**config.mk**
```make
export PLATFORM = sky130hd
export DESIGN_NAME = status_led_blink_sequencer_flat
export DESIGN_NICKNAME = d
export VERILOG_FILES = /design/src/rtl/slbs_pkg.sv /design/src/rtl/slbs_if.sv /design/src/rtl/slbs_cfg.sv /design/src/rtl/slbs_core.sv /design/src/rtl/status_led_blink_sequencer.sv /design/src/flat_wrapper.sv
export SDC_FILE = /design/constraint.sdc
export NUM_CORES = 1
export LEC_CHECK = 0
export ABC_AREA = 0
export BUFFER_PORTS_ARGS = -buffer_cell sky130_fd_sc_hd__buf_2
export CAP_MARGIN = 20
export CORE_ASPECT_RATIO = 1.75
export CORE_MARGIN = 2
export CORE_UTILIZATION = 30
export CTS_BUF_LIST = sky130_fd_sc_hd__clkbuf_4 sky130_fd_sc_hd__clkbuf_8
export DETAILED_ROUTE_END_ITERATION = 8
export SYNTH_ARGS = -nofsm -noshare
export SYNTH_HDL_FRONTEND = slang
export SYNTH_SLANG_ARGS = --single-unit
```
**constraint.sdc**
```tcl
create_clock -name clk -period 5.75 [get_ports clk]
set_clock_uncertainty 0.15 [all_clocks]
set_input_delay 0.575 -clock clk [delete_from_list [all_inputs] [get_ports clk]]
set_output_delay 0.575 -clock clk [all_outputs]
set_load 0.005 [all_outputs]
```
**src/rtl/slbs_pkg.sv**
```systemverilog
// ----------------------------------------------------------------------------
// slbs_pkg
// Shared types and constants for the status LED blink sequencer.
// ----------------------------------------------------------------------------
package slbs_pkg;

  localparam int unsigned CFG_AW = 3;
  localparam int unsigned CFG_DW = 32;

  localparam logic [15:0] ERR_HALF_RST = 16'd500;
  localparam logic [15:0] ID_HALF_RST  = 16'd300;

  // register index, taken from paddr[2]
  localparam logic REG_ERR_HALF = 1'b0;
  localparam logic REG_ID_HALF  = 1'b1;

  typedef enum logic [1:0] {
    KIND_TICK     = 2'd0,
    KIND_ERROR    = 2'd1,
    KIND_CLEAR    = 2'd2,
    KIND_IDENTIFY = 2'd3
  } kind_t;

  typedef enum logic [2:0] {
    ST_OFF   = 3'b001,
    ST_ERROR = 3'b010,
    ST_IDENT = 3'b100
  } led_fsm_t;

  localparam logic [1:0] LED_MODE_OFF   = 2'd0;
  localparam logic [1:0] LED_MODE_ERROR = 2'd1;
  localparam logic [1:0] LED_MODE_IDENT = 2'd2;

  typedef struct packed {
    logic       led_lit;
    logic [1:0] led_mode;
    logic       identify_finished;
  } result_t;

  function automatic logic [1:0] led_mode_code(input led_fsm_t st);
    logic [1:0] code;
    code = LED_MODE_OFF;
    case (st)
      ST_OFF:   code = LED_MODE_OFF;
      ST_ERROR: code = LED_MODE_ERROR;
      ST_IDENT: code = LED_MODE_IDENT;
      default:  code = LED_MODE_OFF;
    endcase
    return code;
  endfunction

endpackage

```
**src/rtl/slbs_if.sv**
```systemverilog
// ----------------------------------------------------------------------------
// slbs_if
// Valid/ready channels for request beats and LED status beats.
// ----------------------------------------------------------------------------
interface slbs_in_if;
  logic        valid;
  logic        ready;
  logic [1:0]  mode;
  logic [31:0] now_ms;
  logic [7:0]  blink_count;

  modport source (output valid, output mode, output now_ms, output blink_count,
                  input ready);
  modport sink   (input valid, input mode, input now_ms, input blink_count,
                  output ready);
endinterface

interface slbs_out_if;
  logic       valid;
  logic       ready;
  logic       led_lit;
  logic [1:0] led_mode;
  logic       identify_finished;

  modport source (output valid, output led_lit, output led_mode,
                  output identify_finished, input ready);
  modport sink   (input valid, input led_lit, input led_mode,
                  input identify_finished, output ready);
endinterface

```
**src/rtl/slbs_cfg.sv**
```systemverilog
// ----------------------------------------------------------------------------
// slbs_cfg
// APB-style register block holding the error and identify half-periods.
// ----------------------------------------------------------------------------
module slbs_cfg (
  input  logic                         clk,
  input  logic                         rst_n,
  input  logic                         cfg_psel,
  input  logic                         cfg_penable,
  input  logic                         cfg_pwrite,
  input  logic [slbs_pkg::CFG_AW-1:0]  cfg_paddr,
  input  logic [slbs_pkg::CFG_DW-1:0]  cfg_pwdata,
  output logic [slbs_pkg::CFG_DW-1:0]  cfg_prdata,
  output logic                         cfg_pready,
  output logic [15:0]                  err_half,
  output logic [15:0]                  id_half
);

  logic [15:0] err_half_r, err_half_nxt;
  logic [15:0] id_half_r, id_half_nxt;
  logic        wr_en;
  logic        reg_idx;

  assign wr_en   = cfg_psel & cfg_penable & cfg_pwrite;
  assign reg_idx = cfg_paddr[2];

  always_comb begin
    err_half_nxt = err_half_r;
    id_half_nxt  = id_half_r;
    if (wr_en) begin
      if (reg_idx == slbs_pkg::REG_ERR_HALF) begin
        err_half_nxt = cfg_pwdata[15:0];
      end else begin
        id_half_nxt = cfg_pwdata[15:0];
      end
    end
  end

  always_ff @(posedge clk) begin
    if (!rst_n) begin
      err_half_r <= slbs_pkg::ERR_HALF_RST;
      id_half_r  <= slbs_pkg::ID_HALF_RST;
    end else begin
      err_half_r <= err_half_nxt;
      id_half_r  <= id_half_nxt;
    end
  end

  always_comb begin
    if (reg_idx == slbs_pkg::REG_ERR_HALF) begin
      cfg_prdata = {16'd0, err_half_r};
    end else begin
      cfg_prdata = {16'd0, id_half_r};
    end
  end

  assign cfg_pready = 1'b1;
  assign err_half   = err_half_r;
  assign id_half    = id_half_r;

endmodule

```
**src/rtl/slbs_core.sv**
```systemverilog
// ----------------------------------------------------------------------------
// slbs_core
// LED mode state and next-state logic; advances one request beat per fire.
// ----------------------------------------------------------------------------
module slbs_core (
  input  logic                    clk,
  input  logic                    rst_n,
  input  logic                    fire,
  input  logic [1:0]              mode,
  input  logic [31:0]             now_ms,
  input  logic [7:0]              blink_count,
  input  logic [15:0]             err_half,
  input  logic [15:0]             id_half,
  output slbs_pkg::result_t       result
);

  slbs_pkg::led_fsm_t st_r, st_nxt;
  logic        saved_err_r, saved_err_nxt;
  logic [31:0] last_r, last_nxt;
  logic        lit_r, lit_nxt;
  logic [7:0]  wanted_r, wanted_nxt;
  logic [7:0]  done_r, done_nxt;

  slbs_pkg::kind_t kind;
  logic [31:0]     elapsed;
  logic [7:0]      done_inc;
  logic            err_due;
  logic            id_due;

  assign kind     = slbs_pkg::kind_t'(mode);
  assign elapsed  = now_ms - last_r;
  assign done_inc = done_r + 8'd1;
  assign err_due  = elapsed >= {16'd0, err_half};
  assign id_due   = elapsed >= {16'd0, id_half};

  always_comb begin
    st_nxt        = st_r;
    saved_err_nxt = saved_err_r;
    last_nxt      = last_r;
    lit_nxt       = lit_r;
    wanted_nxt    = wanted_r;
    done_nxt      = done_r;
    case (kind)
      slbs_pkg::KIND_TICK: begin
        if (st_r != slbs_pkg::ST_OFF) begin
          if (last_r == 32'd0) begin
            last_nxt = now_ms;
          end else if (st_r == slbs_pkg::ST_ERROR) begin
            if (err_due) begin
              lit_nxt  = ~lit_r;
              last_nxt = now_ms;
            end
          end else if (id_due) begin
            last_nxt = now_ms;
            if (lit_r) begin
              lit_nxt  = 1'b0;
              done_nxt = done_inc;
              if (done_inc >= wanted_r) begin
                // sequence over: restore saved mode
                wanted_nxt = 8'd0;
                done_nxt   = 8'd0;
                if (saved_err_r) begin
                  st_nxt   = slbs_pkg::ST_ERROR;
                  last_nxt = 32'd0;
                  lit_nxt  = 1'b1;
                end else begin
                  st_nxt = slbs_pkg::ST_OFF;
                end
              end
            end else begin
              lit_nxt = 1'b1;
            end
          end
        end
      end
      slbs_pkg::KIND_ERROR: begin
        if (st_r == slbs_pkg::ST_IDENT) begin
          saved_err_nxt = 1'b1;
        end else begin
          st_nxt   = slbs_pkg::ST_ERROR;
          last_nxt = 32'd0;
          lit_nxt  = 1'b1;
        end
      end
      slbs_pkg::KIND_CLEAR: begin
        if (st_r == slbs_pkg::ST_IDENT) begin
          saved_err_nxt = 1'b0;
        end else begin
          st_nxt  = slbs_pkg::ST_OFF;
          lit_nxt = 1'b0;
        end
      end
      slbs_pkg::KIND_IDENTIFY: begin
        if (blink_count != 8'd0) begin
          if (st_r != slbs_pkg::ST_IDENT) begin
            saved_err_nxt = (st_r == slbs_pkg::ST_ERROR);
          end
          st_nxt     = slbs_pkg::ST_IDENT;
          wanted_nxt = blink_count;
          done_nxt   = 8'd0;
          last_nxt   = 32'd0;
          lit_nxt    = 1'b1;
        end
      end
      default: begin
        st_nxt = st_r;
      end
    endcase
  end

  always_ff @(posedge clk) begin
    if (!rst_n) begin
      st_r        <= slbs_pkg::ST_OFF;
      saved_err_r <= 1'b0;
      last_r      <= 32'd0;
      lit_r       <= 1'b0;
      wanted_r    <= 8'd0;
      done_r      <= 8'd0;
    end else if (fire) begin
      st_r        <= st_nxt;
      saved_err_r <= saved_err_nxt;
      last_r      <= last_nxt;
      lit_r       <= lit_nxt;
      wanted_r    <= wanted_nxt;
      done_r      <= done_nxt;
    end
  end

  assign result.led_lit           = lit_nxt;
  assign result.led_mode          = slbs_pkg::led_mode_code(st_nxt);
  assign result.identify_finished = (st_nxt != slbs_pkg::ST_IDENT);

endmodule

```
**src/rtl/status_led_blink_sequencer.sv**
```systemverilog
// ----------------------------------------------------------------------------
// status_led_blink_sequencer
// Status LED controller with off, error-blink and identify-blink modes.
// ----------------------------------------------------------------------------
// Each request beat (tick, error, clear or identify) yields exactly one status
// beat with the LED state after that request; one beat per clock while the
// status side accepts beats. A beat lands in an input register, the mode state
// updates through the next-state logic, and the status goes to an output
// register. The input side stays ready while a status beat waits if the input
// register can drain. Half-periods are APB registers (error at 0x0, identify at
// 0x4); the user must write them only while no request is in flight (unchecked).
module status_led_blink_sequencer (
  input  logic                         clk,
  input  logic                         rst_n,
  slbs_in_if.sink                      in_beat,
  slbs_out_if.source                   out_beat,
  input  logic                         cfg_psel,
  input  logic                         cfg_penable,
  input  logic                         cfg_pwrite,
  input  logic [slbs_pkg::CFG_AW-1:0]  cfg_paddr,
  input  logic [slbs_pkg::CFG_DW-1:0]  cfg_pwdata,
  output logic [slbs_pkg::CFG_DW-1:0]  cfg_prdata,
  output logic                         cfg_pready
);

  logic [15:0] err_half;
  logic [15:0] id_half;

  logic        s1_valid_r, s1_valid_nxt;
  logic [1:0]  s1_mode_r;
  logic [31:0] s1_now_r;
  logic [7:0]  s1_count_r;

  logic              out_valid_r, out_valid_nxt;
  slbs_pkg::result_t out_res_r;
  slbs_pkg::result_t core_res;

  logic fire;
  logic in_take;

  slbs_cfg u_cfg (
    .clk         (clk),
    .rst_n       (rst_n),
    .cfg_psel    (cfg_psel),
    .cfg_penable (cfg_penable),
    .cfg_pwrite  (cfg_pwrite),
    .cfg_paddr   (cfg_paddr),
    .cfg_pwdata  (cfg_pwdata),
    .cfg_prdata  (cfg_prdata),
    .cfg_pready  (cfg_pready),
    .err_half    (err_half),
    .id_half     (id_half)
  );

  assign fire    = s1_valid_r & (~out_valid_r | out_beat.ready);
  assign in_take = in_beat.valid & in_beat.ready;

  assign in_beat.ready = ~s1_valid_r | fire;

  assign s1_valid_nxt  = in_take | (s1_valid_r & ~fire);
  assign out_valid_nxt = fire | (out_valid_r & ~out_beat.ready);

  slbs_core u_core (
    .clk         (clk),
    .rst_n       (rst_n),
    .fire        (fire),
    .mode        (s1_mode_r),
    .now_ms      (s1_now_r),
    .blink_count (s1_count_r),
    .err_half    (err_half),
    .id_half     (id_half),
    .result      (core_res)
  );

  always_ff @(posedge clk) begin
    if (!rst_n) begin
      s1_valid_r  <= 1'b0;
      out_valid_r <= 1'b0;
    end else begin
      s1_valid_r  <= s1_valid_nxt;
      out_valid_r <= out_valid_nxt;
    end
  end

  always_ff @(posedge clk) begin
    if (in_take) begin
      s1_mode_r  <= in_beat.mode;
      s1_now_r   <= in_beat.now_ms;
      s1_count_r <= in_beat.blink_count;
    end
    if (fire) begin
      out_res_r <= core_res;
    end
  end

  assign out_beat.valid             = out_valid_r;
  assign out_beat.led_lit           = out_res_r.led_lit;
  assign out_beat.led_mode          = out_res_r.led_mode;
  assign out_beat.identify_finished = out_res_r.identify_finished;

endmodule
```
**src/flat_wrapper.sv**
```systemverilog
// flat-port wrapper written by rule: the top's interface ports become plain ports
module status_led_blink_sequencer_flat 
  (clk, rst_n, cfg_psel, cfg_penable, cfg_pwrite, cfg_paddr, cfg_pwdata, cfg_prdata, cfg_pready, in_beat_valid, in_beat_mode, in_beat_now_ms, in_beat_blink_count, in_beat_ready, out_beat_valid, out_beat_led_lit, out_beat_led_mode, out_beat_identify_finished, out_beat_ready);
  slbs_in_if in_beat_i ();
  slbs_out_if out_beat_i ();
  input  logic clk;
  input  logic rst_n;
  input  logic cfg_psel;
  input  logic cfg_penable;
  input  logic cfg_pwrite;
  input  logic [slbs_pkg::CFG_AW-1:0] cfg_paddr;
  input  logic [slbs_pkg::CFG_DW-1:0] cfg_pwdata;
  output logic [slbs_pkg::CFG_DW-1:0] cfg_prdata;
  output logic cfg_pready;
  input wire logic [$bits(in_beat_i.valid)-1:0] in_beat_valid;
  input wire logic [$bits(in_beat_i.mode)-1:0] in_beat_mode;
  input wire logic [$bits(in_beat_i.now_ms)-1:0] in_beat_now_ms;
  input wire logic [$bits(in_beat_i.blink_count)-1:0] in_beat_blink_count;
  output wire logic [$bits(in_beat_i.ready)-1:0] in_beat_ready;
  output wire logic [$bits(out_beat_i.valid)-1:0] out_beat_valid;
  output wire logic [$bits(out_beat_i.led_lit)-1:0] out_beat_led_lit;
  output wire logic [$bits(out_beat_i.led_mode)-1:0] out_beat_led_mode;
  output wire logic [$bits(out_beat_i.identify_finished)-1:0] out_beat_identify_finished;
  input wire logic [$bits(out_beat_i.ready)-1:0] out_beat_ready;
  assign in_beat_i.valid = in_beat_valid;
  assign in_beat_i.mode = in_beat_mode;
  assign in_beat_i.now_ms = in_beat_now_ms;
  assign in_beat_i.blink_count = in_beat_blink_count;
  assign in_beat_ready = in_beat_i.ready;
  assign out_beat_valid = out_beat_i.valid;
  assign out_beat_led_lit = out_beat_i.led_lit;
  assign out_beat_led_mode = out_beat_i.led_mode;
  assign out_beat_identify_finished = out_beat_i.identify_finished;
  assign out_beat_i.ready = out_beat_ready;
  status_led_blink_sequencer u_core (.clk(clk), .rst_n(rst_n), .in_beat(in_beat_i), .out_beat(out_beat_i), .cfg_psel(cfg_psel), .cfg_penable(cfg_penable), .cfg_pwrite(cfg_pwrite), .cfg_paddr(cfg_paddr), .cfg_pwdata(cfg_pwdata), .cfg_prdata(cfg_prdata), .cfg_pready(cfg_pready));
endmodule
```
==> metrics <==
status complete, no violations; CP required 6000 ps; Rel. slew slack 53.3%; Synth Area in Compound Gates 19.4%; CTS tree built; design area approximately 9900 µm²; DP Area 9430 µm²; Hold Crit Class input port to register; setup bufs post-CTS 0; total number of vias 7481; worst path arrival time 5520 ps; initial antenna violation count 1; main combinational cell family by area after synthesis compound AO/OA/AOI/OAI gates; Internal 1.65 mW; ys async rst share 0%; clk_lat worst skew approximately 480 ps; remaining routing DRC violations 0; TritonCTS Buffers 17; root buf cell clkbuf_8; Comb pwr share 19.3%; die area 30500 µm²; mux cell area share after synthesis under 10%; Clock Path Buffers 2; CP top delay family compound AO/OA/AOI/OAI gates; Initial Utilization 30.5%; synth-to-layout area growth 13.1%; RSZ-0062 raised after global routing no; chip width 133 µm; core area 28600 µm²; Pleak approximately 3.9 nW; CP startpoint kind register; worst path bufs/invs 1; layout cells sized above 1 13.2%; Iter 0 DRT Violations 424; setup_tns 0 ps; Distinct cells, synth 77; Clk pwr share between 30% and 40%; sw power ~0.68 mW; crit-path max FO 8; hold-fix buffer count after cts 0; Storage cell area 3120 µm²; Ys Warns 0; Final Core Density 34.5%; wire per inst ~15 µm; Tot GR Track Use 14.9%; number of synthesized flops with an enable pin 46; Final Wtd Congestion 0.895; Port Buffers 87; grt total ovfl 0; first-pass GRT wire length 35.8 mm; XOR/XNOR Fraction of Synth Area 2.51%; HPWL Detailed ~17 mm; post-synthesis adder-cell area fraction 10.5%; cts repair resizes 0; clk slew on worst S/H paths 80 ps; Antenna Nets Post-Route 0; clk sinks 133; switch share about 29%; DRT Wirelength 22.2 mm; top achievable clock speed 190 MHz; Max Cap Viol 0; share of power burned in registers ~45%; height of the die 230 µm; Seq/Total Area, Yosys 35.8%; largest net degree at the start of global routing 57; Post-Synth Simple-Gate Area 19.1%; fraction of the cycle the final worst path needs between 90% and 100%; Worst-Margin Slew between 600 and 700 ps; VDD IR-drop max 0.158 mV; Synth Flop Type dfxtp_1; total iterations of the first detailed-routing run 5; mapped cell area 8730 µm²; Max stage delay on crit path 450 ps; area occupied by multi-input gates 5060 µm²; vias in the first global route between 7000 and 8000; I/O Pins 123; flops & latches, synth around 130; Pins Over Slew Limit 0; Final setup viols 0; Final nets 1260; Synth Instances 1037; vias per std cell 5.00; syn_area_per_cell 8.42 µm²; fillcell total just under 3000; site row count 82; H-tree levels 4; Pwr Total approximately 2.3 mW; power per cell area between 200 and 250 nW/µm²; endpoint type of the worst setup path register; crit path time final between 5000 and 6000 ps; crit path cell chain inv_1 > ha_1 > fa_1 > and2b_1 > o2111ai_1 > a21oi_1 > or3_1 > a21oi_1 > xnor2_1 > ha_1 > a21o_1 > a211oi_1 > o211ai_1 > a41oi_1 > and3_1 > nand4_4 > a21boi_1 > or2_1 > mux2i_1; kind of critical path register to register; Hold Vio Cnt, Final 0; highest-delay cell along the critical path or2_1
## final timing paths
| check | startpoint | endpoint | slack [ps] | cells after the start |
|---|---|---|---|---|
| max | u_core.s1_now_r[0]$_DFFE_PP_ | u_core.u_core.wanted_r[2]$_SDFFE_PN0P_ | 480 | 19 |
| max reg2reg | u_core.s1_now_r[0]$_DFFE_PP_ | u_core.u_core.wanted_r[2]$_SDFFE_PN0P_ | 480 | 19 |
| min reg2reg | u_core.u_core.done_r[7]$_SDFFE_PN0P_ | u_core.u_core.done_r[7]$_SDFFE_PN0P_ | 300 | 2 |
| min | in_beat_now_ms[20] | u_core.s1_now_r[20]$_DFFE_PP_ | 120 | 1 |
## sequential cells by signal (all words and copies together), names as in the netlist, 3 cells and up
signal and flops:
u_core.s1_count_r 8, u_core.s1_now_r 32, u_core.u_cfg.err_half 16, u_core.u_cfg.id_half 16, u_core.u_core.done_r 8, u_core.u_core.last_r 32, u_core.u_core.st_r 3, u_core.u_core.wanted_r 8
## layout make-up
type                    instances  area share (%)
well taps                     378            4.79
clock buffers                  21            2.74
inverters                      79            3.00
diodes                          1          0.0253
clock inverters                11            1.53
repair buffers                 94            5.07
flip-flops and latches        133            31.6
multi-input cells             778            51.2
## synth_stat cells (all sizes together) (4+ instances only)
cell type / number / area, µm²
o211ai: 18 / 135
nor3: 9 / 45.0
mux2i: 44 / 440
edfxtp: 46 / 1380
o22ai: 5 / 31.3
inv: 78 / 293
nand2b: 14 / 87.6
o2111a: 4 / 46.3
and2: 9 / 56.3
a311oi: 5 / 43.8
a211o: 7 / 61.3
buf: 31 / 208
nor3b: 4 / 30.0
xnor2: 15 / 131
nand3: 17 / 90.1
clkbuf: 31 / 116
a21oi: 69 / 349
a31oi: 8 / 50.1
a211oi: 6 / 45.0
o21ai: 48 / 240
nand4: 12 / 96.3
nand2: 213 / 800
ha: 72 / 901
nor2: 40 / 150
nor4: 15 / 93.8
a21o: 28 / 210
o21a: 13 / 97.6
and3: 9 / 56.3
dfxtp: 87 / 1740
o21bai: 8 / 60.1
a31o: 4 / 35.0
or3: 6 / 42.5
xor2: 10 / 87.6
o2111ai: 4 / 35.0
nor2b: 5 / 31.3
## cells by family after synthesis
group | count (synthesis)
other | 2
multiplexers | 47
adder cells (fa/ha/maj) | 73
flip-flops | 133
buffers and inverters | 141
AO/OA/AOI/OAI | 254
AND/OR/NAND/NOR | 362
XOR/XNOR | 25
## layer usage
metal  vias to the layer above  GRT usage, %  part of all wire [%]
met2                       189          27.8                    53
li1                       3764             -                     -
met1                      3482          15.2                    39
met4                         0          8.06                   4.0
met3                        46          3.09                   3.8
met5                         -             0                     0
## cell usage in the layout, fill, tap and decap left out, drive strengths merged, types with 10 or more instances in the layout
cell type,netlist,routed
xor2,10,10
xnor2,15,15
mux2i,44,44
nand4,12,12
edfxtp,46,46
dfxtp,87,87
clkbuf,31,21
o211ai,18,18
o21a,13,13
a21o,28,28
nand2,213,213
inv,78,79
nand2b,14,14
a21oi,69,69
o21ai,48,48
nor2,40,40
buf,31,94
conb,2,17
nand3,17,17
ha,72,72
nor4,15,15
## power by group through the flow
stage / Combinational [mW] / Clock (mW) / Sequential [mW]
after floorplan: 0.335 / 0 / 1.04
after global placement: 0.439 / 0 / 1.06
after detailed placement: 0.448 / 0 / 1.06
after CTS: 0.450 / 0.874 / 1.03
after global routing: 0.505 / 0.914 / 1.04
final: 0.449 / 0.837 / 1.03
## per-stage QoR
step / setup WS, ps / hold WS [ps] / cells
floorplan: 1320 / 284 / 1052
global placement: 355 / 292 / 1461
detailed placement: 323 / 295 / 1461
CTS: 309 / 67.6 / 1493
global route: 178 / 80.9 / 1495
finish: 477 / 119 / 1495
No activity file was read; power rests on OpenSTA's default activity.
